===== src/sv/assert_macros.svh =====
// Assertion macros shared by the box-average downscaler RTL.
// Each macro expects clock aclk and active-low reset aresetn in scope.
`ifndef ASSERT_MACROS_SVH
`define ASSERT_MACROS_SVH

// Property checked at every rising edge of aclk while out of reset.
`define BAVG_ASSERT(lbl, prop, msg) \
    lbl: assert property (@(posedge aclk) disable iff (!aresetn) prop) else $error(msg);

// Condition in one cycle implies a condition in the next cycle.
`define BAVG_ASSERT_NEXT(lbl, pre, post, msg) \
    lbl: assert property (@(posedge aclk) disable iff (!aresetn) pre |=> post) else $error(msg);

`endif


===== src/sv/bavg_pkg.sv =====
// Package for the box-average downscaler: field widths, register indexes,
// reset values and the flag group carried with each block sum. No dependencies.
`default_nettype none

package bavg_pkg;

    localparam int PIX_W = 8;
    localparam int MEAN_W = 8;
    localparam int SUM_W = 20;
    localparam int IMG_CFG_W = 11;
    localparam int BLK_CFG_W = 7;

    localparam int DEF_MAX_IMAGE_ROWS = 1024;
    localparam int DEF_MAX_IMAGE_COLS = 1024;
    localparam int DEF_MAX_BLOCK = 64;

    localparam logic [IMG_CFG_W-1:0] RST_IMAGE_ROWS = IMG_CFG_W'(100);
    localparam logic [IMG_CFG_W-1:0] RST_IMAGE_COLS = IMG_CFG_W'(100);
    localparam logic [BLK_CFG_W-1:0] RST_BLOCK_ROWS = BLK_CFG_W'(1);
    localparam logic [BLK_CFG_W-1:0] RST_BLOCK_COLS = BLK_CFG_W'(1);

    typedef enum logic [1:0] {
        REG_IMAGE_ROWS = 2'd0,
        REG_IMAGE_COLS = 2'd1,
        REG_BLOCK_ROWS = 2'd2,
        REG_BLOCK_COLS = 2'd3
    } cfg_reg_t;

    typedef struct packed {
        logic row_end;
        logic frame_end;
    } bavg_flags_t;

endpackage

`default_nettype wire


===== src/sv/bavg_divider.sv =====
// Restoring divider, one quotient bit per cycle, with the result register
// that drives the output stream. Depends on bavg_pkg and assert_macros.svh.
`default_nettype none
`include "assert_macros.svh"

module bavg_divider #(
    parameter int DIV_W = 13
) (
    input  wire logic                           aclk,
    input  wire logic                           aresetn,
    input  wire logic                           start,
    input  wire logic [bavg_pkg::SUM_W-1:0]     dividend,
    input  wire logic [DIV_W-1:0]               divisor,
    input  wire bavg_pkg::bavg_flags_t          flags_in,
    output logic                                ready,
    output logic                                m_tvalid,
    input  wire logic                           m_tready,
    output logic [bavg_pkg::MEAN_W-1:0]         m_tdata,  // mean_pixel
    output logic                                m_tlast,  // row_end
    output logic                                m_tuser   // frame_end
);
    import bavg_pkg::*;

    localparam int STEP_W = $clog2(SUM_W + 1);

    typedef enum logic [2:0] {
        DV_IDLE = 3'b001,
        DV_RUN  = 3'b010,
        DV_DONE = 3'b100
    } dv_state_t;

    dv_state_t          state_reg, state_next;
    logic [STEP_W-1:0]  step_reg, step_next;
    logic [SUM_W-1:0]   quo_reg, quo_next;
    logic [DIV_W-1:0]   rem_reg, rem_next;
    logic [DIV_W-1:0]   div_reg, div_next;
    bavg_flags_t        flags_reg, flags_next;
    logic [DIV_W:0]     trial;

    always_comb begin
        state_next = state_reg;
        step_next = step_reg;
        quo_next = quo_reg;
        rem_next = rem_reg;
        div_next = div_reg;
        flags_next = flags_reg;
        trial = {rem_reg, quo_reg[SUM_W-1]};
        unique case (state_reg)
            DV_IDLE: begin
                if (start) begin
                    quo_next = dividend;
                    rem_next = '0;
                    div_next = divisor;
                    flags_next = flags_in;
                    step_next = '0;
                    state_next = DV_RUN;
                end
            end
            DV_RUN: begin
                if (trial >= {1'b0, div_reg}) begin
                    rem_next = DIV_W'(trial - {1'b0, div_reg});
                    quo_next = {quo_reg[SUM_W-2:0], 1'b1};
                end else begin
                    rem_next = DIV_W'(trial);
                    quo_next = {quo_reg[SUM_W-2:0], 1'b0};
                end
                step_next = step_reg + 1'b1;
                if (step_reg == STEP_W'(SUM_W - 1)) begin
                    state_next = DV_DONE;
                end
            end
            DV_DONE: begin
                if (m_tready) begin
                    state_next = DV_IDLE;
                end
            end
            default: begin
                state_next = DV_IDLE;
            end
        endcase
    end

    always_ff @(posedge aclk) begin
        if (!aresetn) begin
            state_reg <= DV_IDLE;
        end else begin
            state_reg <= state_next;
        end
        step_reg <= step_next;
        quo_reg <= quo_next;
        rem_reg <= rem_next;
        div_reg <= div_next;
        flags_reg <= flags_next;
    end

    assign ready = (state_reg == DV_IDLE);
    assign m_tvalid = (state_reg == DV_DONE);
    assign m_tdata = quo_reg[MEAN_W-1:0];
    assign m_tlast = flags_reg.row_end;
    assign m_tuser = flags_reg.frame_end;

    `BAVG_ASSERT(a_step_range, (state_reg == DV_RUN) |-> (step_reg < STEP_W'(SUM_W)), "divider step count out of range")
    `BAVG_ASSERT(a_rem_bound, (state_reg == DV_DONE) |-> (rem_reg < div_reg), "divider remainder not below divisor")
    `BAVG_ASSERT_NEXT(a_start_runs, start && ready, state_reg == DV_RUN, "divider did not start on request")

endmodule

`default_nettype wire


===== config.mk =====
export PLATFORM = sky130hd
export DESIGN_NAME = bavg_divider
export DESIGN_NICKNAME = d
export VERILOG_FILES = /design/src/sv/bavg_pkg.sv /design/src/sv/bavg_divider.sv
export VERILOG_INCLUDE_DIRS = /design/src /design/src/sv
export SDC_FILE = /design/constraint.sdc
export NUM_CORES = 1
export LEC_CHECK = 0
export BUFFER_PORTS_ARGS = -buffer_cell sky130_fd_sc_hd__buf_2
export CORE_MARGIN = 10
export CORE_UTILIZATION = 40
export CTS_CLUSTER_DIAMETER = 150
export DETAILED_ROUTE_END_ITERATION = 8
export PLACE_DENSITY_LB_ADDON = 0.2
export SYNTH_ARGS = -nofsm -noshare
export SYNTH_HDL_FRONTEND = slang
export SYNTH_SLANG_ARGS = --single-unit

===== constraint.sdc =====
create_clock -name aclk -period 4.97 [get_ports aclk]
set_input_delay 0.497 -clock aclk [delete_from_list [all_inputs] [get_ports aclk]]
set_output_delay 0.497 -clock aclk [all_outputs]
set_load 0.01 [all_outputs]

==> run metrics, run 1 <==
outcome complete, no violations; worst hold margin 0.344 ns; GR peak layer met2; leakage power 1.47 nW; Synth area leaders edfxtp_1 52%, nand2_1 8.0%, ha_1 5.7%; Hold WC Path Type in -> reg; drt first pass iters 4; Placed Area 0.00333 mm^2; crit path capture type flop; post-synthesis net count 336; Die W 107 um; Skew-Pair Late Insertion Delay 0.32 ns; Distinct cells, synth 48; Slew Viols, Final 0; Async SR Flop Fraction 0%; Max Clk Rate 377 MHz; GR Util met3 3.71%; most frequent cell after synthesis nand2_1; area grow syn2layout 12.3%; Routability Congestion 0.798; max reg flops 20; Setup Viol. Count Final 0; number of antenna diodes 0; RSZ-0062 raised after global routing no; Power Density 310 mW/mm^2; CTS Buffer Depth 2; Synth Register Bits 56; maxcap violations 0; WL per Instance 13.9 um; # H-tree levels 2; worst-path fanout max 38; cell taking the most area after synthesis edfxtp_1; # rows 31; Post-DRT Antenna Nets 0; CTS tree built; total negative slack 0 ns; commonest cells in the synthesized netlist 65 x nand2_1, 53 x edfxtp_1, 20 x inv_1, 18 x nor2_1, 14 x ha_1; YS warnings 0; Post-CTS Setup Inserts 0; placed wire-length estimate 4220 um; Slew @ Worst Pin 0.922 ns; flop2flop setup slack 2.32 ns; hold_buf cts 0; Post-Syn Instances 282; final hold viol count 0; multi-input combinational cell area 0.00122 mm^2; largest net degree at the start of global routing 39; crit path from state_reg[0]$_SDFFE_PN1P_; clk slew on worst S/H paths 0.11 ns; total gr overflow 0; # IOs 51; vias per cell 4.87; vias in the first global route 2217; Max-Slew Margin vs Limit 38.5%; Vias 2061; Resized Gates After CTS 0; hold path start divisor[7]; Final Worst Setup Slack 2.32 ns; share of the synthesized area in the top cell type 52.2%; post-synthesis cell area 0.00305 mm^2; area of the core 0.00733 mm^2; period utilization 53.3%; first-pass GRT wire length 10200 um; top_reg_cell synth edfxtp_1; dpl ws 2.17 ns; clk root buf clkbuf_8; IO Port Bufs 50; Initial Utilization 41.6%; clk_skew 0.0143 ns; GRT Overall Usage 10.6%; sequential fraction of the synthesis area 54.1%; # nets final 377; Residual DRC 0; layout cell share with drive strength beyond 1 22.5%; Crit Path Class reg -> reg; initial antenna violation count 0; Iter 0 DRT Violations 48; worst r2r src state_reg[0]$_SDFFE_PN1P_; Period minus WS final 2.65 ns; number of enable flip-flop cells after synthesis 53; maximum VDD drop 141 uV; DIE HEIGHT 107 um; DRT Wirelength 5860 um; crit path DAT 2.59 ns; Mean Syn Cell Area 10.8 um^2; Finished Cell Area 0.00342 mm^2; Num CTS Buffers 5; met2 usage 17.3%; CP Data Required Time 4.91 ns; register area 0.00165 mm^2; # fillers 683; critical path startpoint category flop; grt met1 use 13.1%; Die ar. 0.0115 mm^2; CTS Sinks 56
cells in the final DEF (no fill, tap or decap), types with 4 or more instances in the layout:
cell type and n:
a21oi_1 11, buf_2 50, clkbuf_8 5, edfxtp_1 53, ha_1 14, inv_1 20, mux2i_1 6, nand2_1 65
nand3_1 8, nor2_1 18, o21ai_0 5, xnor2_1 6, xor2_1 4
cells by family (layout without fill, tap and decap cells):
logic type	Yosys count	in the layout	share of synthesized area, %
AO/OA/AOI/OAI	45	45	11.6
XOR/XNOR	10	10	2.87
adder cells (fa/ha/maj)	15	15	6.40
buffers and inverters	37	79	5.87
flip-flops	56	56	54.1
multiplexers	7	7	2.34
AND/OR/NAND/NOR	112	112	16.7
layout make-up:
type / instances / area share (%)
multi-input combinational: 189 / 35.8
clock inverter: 3 / 0.658
inverter: 20 / 2.19
clock buffer: 5 / 2.01
timing repair buffer: 51 / 7.53
tap: 99 / 3.62
sequential: 56 / 48.2
report_power, final:
group / total [W] / switching [W] / internal (W)
combinational: 0.000219 / 0.000129 / 0.0000895
clock: 0.000262 / 0.000161 / 0.000102
sequential: 0.000579 / 0.0000167 / 0.000563
worst paths after layout:
check	to	cells past startpoint
max	rem_reg[3]$_SDFFCE_PN0P_	3
min	div_reg[7]$_DFFE_PP_	1
max reg2reg	rem_reg[3]$_SDFFCE_PN0P_	3
min reg2reg	quo_reg[19]$_DFFE_PP_	2
through the flow:
stage	cells	power [W]	util, %
CTS	423	0.00107	46.7
global route	423	0.00112	46.7
finish	423	0.00106	46.7
floorplan	282	0.000758	-
detailed placement	415	0.000812	45.5
global placement	415	0.000809	45.5
per-layer routing:
| layer | vias up | wire, um |
|---|---|---|
| li1 | 1063 | - |
| met1 | 944 | 2780 |
| met2 | 50 | 2660 |
| met3 | 4 | 375 |
| met4 | 0 | 46 |
| met5 | - | 0 |
critical path: stages, from the launching register on:
cell	delay [ns]
dfxtp_1	0.39
nor3b_1	0.30
and2_1	0.73
or2_2	0.86
Power figures use the tool's default switching activity.
==> run 2, diff against run 1 <==
--- a/config.mk
+++ b/config.mk
@@ -6,6 +6,7 @@
 export SDC_FILE = /design/constraint.sdc
 export NUM_CORES = 1
 export LEC_CHECK = 0
+export ABC_AREA = 1
 export BUFFER_PORTS_ARGS = -buffer_cell sky130_fd_sc_hd__buf_2
 export CORE_MARGIN = 10
 export CORE_UTILIZATION = 40
==> constraint.sdc (replaced) <==
create_clock -name aclk -period 2.7 [get_ports aclk]
set_input_delay 0.27 -clock aclk [delete_from_list [all_inputs] [get_ports aclk]]
set_output_delay 0.27 -clock aclk [all_outputs]
set_load 0.01 [all_outputs]
==> run metrics, run 2 <==
crit path capture type flop; CTS Sinks 56 (unchanged); # H-tree levels 2 (unchanged); clk root buf clkbuf_8; GR peak layer met2; Routability Congestion 0.825 (+3.4%); critical path startpoint category flop; Iter 0 DRT Violations 117 (+140%); largest net degree at the start of global routing 34 (-13%); Post-Synth XOR/XNOR Area 1.33% (-1.5 points); top_reg_cell synth edfxtp_1; # nets final 485 (+29%); Power Density 634 mW/mm^2 (+100%); Synth area leaders edfxtp_1 48%, nand2_1 15%, inv_1 6.4%; IO Port Bufs 50 (unchanged); maximum VDD drop 403 uV (+190%); # rows 33 (+6.5%); Initial Utilization 40.7% (-0.95 points); worst-path fanout max 25 (-34%); placed wire-length estimate 4950 um (+17%); worst r2r src quo_reg[19]$_DFFE_PP_; post-synthesis simple-gate area fraction 28.4% (+12 points); CTS Buffer Depth 2 (unchanged); drt first pass iters 4 (unchanged); Period minus WS final 2.31 ns (-0.340 ns); Resized Gates After CTS 0 (unchanged); hold path start aresetn; hold_buf cts 0 (unchanged); share of the synthesized area in the top cell type 48.4% (-3.8 points); maxcap violations 0 (unchanged); outcome complete, no violations; Num CTS Buffers 5 (unchanged); met2 usage 17.5% (+0.18 points); GRT Overall Usage 10.7% (+0.18 points); area of the core 0.00809 mm^2 (+10%); most common cell after layout, fill and taps aside nand2_1; vias in the first global route 2429 (+9.6%); Compound-Gate Fraction of Synth Area 3.92% (-7.7 points); Final Worst Setup Slack 0.390 ns (-1.93 ns); area grow syn2layout 13.2%; multiplexer share of the synthesized area 0% (-2.3 points); CTS tree built; max reg flops 20 (unchanged); number of enable flip-flop cells after synthesis 53 (unchanged); Die ar. 0.0123 mm^2 (+6.4%); period utilization 85.6% (+32 points); commonest cells in the synthesized netlist 130 x nand2_1, 56 x inv_1, 53 x edfxtp_1, 38 x nor2_1, 21 x nand3_1; most frequent cells in the layout 130 x nand2_1, 56 x inv_1, 53 x edfxtp_1, 50 x buf_2, 38 x nor2_1; total negative slack 0 ns (unchanged); cell taking the most area after synthesis edfxtp_1; total gr overflow 0 (unchanged); Distinct cells, synth 34 (-29%); grt met1 use 13.7% (+0.57 points); largest family of logic cells by synthesized area simple AND/OR/NAND/NOR gates; clk slew on worst S/H paths 0.10 ns (about the same); post-synthesis net count 441 (+31%); crit path DAT 2.39 ns (-0.20 ns); Async SR Flop Fraction 0% (unchanged); most frequent cell after synthesis nand2_1; clk_skew 0.00443 ns (-0.00987 ns); initial antenna violation count 0 (unchanged); number of antenna diodes 0 (unchanged); Post-Syn Instances 387 (+37%); sequential fraction of the synthesis area 50.2% (-4.0 points); post-synthesis cell area 0.00329 mm^2 (+7.9%); Vias 2468 (+20%); Hold WC Path Type in -> reg; GR Util met3 2.81% (-0.90 points); Slew @ Worst Pin 1.02 ns (+0.0987 ns); Residual DRC 0 (unchanged); dpl ws 0.395 ns (-1.78 ns); Max-Slew Margin vs Limit 31.9% (-6.7 points); Mean Syn Cell Area 8.50 um^2 (-21%); Max Clk Rate 433 MHz (+15%); CP Data Required Time 2.78 ns (-2.13 ns); Synth Register Bits 56 (unchanged); Post-DRT Antenna Nets 0 (unchanged); Setup Viol. Count Final 0 (unchanged); WL per Instance 12.3 um (-11%); leakage power 1.81 nW (+23%); crit path from quo_reg[19]$_DFFE_PP_; Crit Path Class reg -> reg; DRT Wirelength 6620 um (+13%); layout cell share with drive strength beyond 1 20.1% (-2.4 points); final hold viol count 0 (unchanged); # IOs 51 (unchanged); Slew Viols, Final 0 (unchanged); Die W 111 um (+3.1%); Skew-Pair Late Insertion Delay 0.31 ns (about the same); first-pass GRT wire length 11100 um (+9.6%); RSZ-0062 raised after global routing no; DIE HEIGHT 111 um (+3.1%); vias per cell 4.60 (-5.7%); Adder-Cell Fraction of Synth Area 5.93% (-0.47 points); YS warnings 0 (unchanged); Post-CTS Setup Inserts 0 (unchanged)
[run 2: cell types whose count changed after synthesis, moves of 4 or more]
cell,change
nor2_1,+20
mux2i_1,-6
inv_1,+36
nand4_1,+4
nor2_2,+7
nand3_1,+13
nand2_2,+8
nand3_2,+4
nand2_1,+65
xnor2_1,-5
clkbuf_1,-5
a21oi_1,-4
[run 2: report_power, final]
part | leakage, nW | switching [W] | total, W | internal (W)
combinational | 1.21 | 0.000389 | 0.000604 | 0.000215
sequential | 0.537 | 0.0000415 | 0.00111 | 0.00107
clock | 0.0654 | 0.000276 | 0.000647 | 0.000371
total | 1.81 | 0.000706 | 0.00236 | 0.00165
[run 2: final timing paths]
kind         cells past startpoint  slack, ns                   endpoint
max                             14       0.39  rem_reg[10]$_SDFFCE_PN0P_
min                              2       0.13  state_reg[0]$_SDFFE_PN1P_
max reg2reg                     14       0.39  rem_reg[10]$_SDFFCE_PN0P_
min reg2reg                      2       0.52      quo_reg[15]$_DFFE_PP_
[run 2: kinds of logic after synthesis]
group	Yosys count
AOI/OAI and AO/OA	19
xor gates and xnor gates	5
adders and majority gates	15
buffers and inverters	75
DFF	56
and+or+nand+nor	217
[run 2: layout make-up]
| type | instances | area (um^2) |
|---|---|---|
| Tap cell | 105 | 131 |
| Fill cell | 841 | 4370 |
| Timing Repair Buffer | 53 | 285 |
| Sequential cell | 56 | 1650 |
| Inverter | 59 | 221 |
| Multi-Input combinational cell | 256 | 1300 |
| Clock inverter | 2 | 60.1 |
| Clock buffer | 6 | 72.6 |
[run 2: per-layer routing]
metal,part of all wire (%),vias to the layer above
met2,46,42
met3,4.6,5
met4,1.2,0
met1,49,1113
li1,-,1308
met5,0,-
[run 2: per-stage QoR]
step,hold slack [ns],total power (W),cells,area [um^2],util [%]
4_1_cts,0.116,0.00239,537,3720,46.0
2_1_floorplan,0.339,0.00160,387,3290,-
3_3_place_gp,0.447,0.00173,529,3590,44.4
3_5_place_dp,0.448,0.00174,529,3590,44.4
5_1_grt,0.122,0.00251,537,3720,46.0
6_report,0.126,0.00236,537,3720,46.0
[run 2: critical path, stage by stage (launching register included)]
cell and delay, ns:
edfxtp_1 0.39, inv_1 0.07, ha_1 0.13, inv_1 0.07, fa_1 0.42, nand2_2 0.10, nand2_2 0.06, nand3_2 0.06
nand2_2 0.07, nand2_2 0.09, nand3_4 0.27, nand2_1 0.17, nand2_1 0.07, nand2_1 0.05, inv_1 0.03
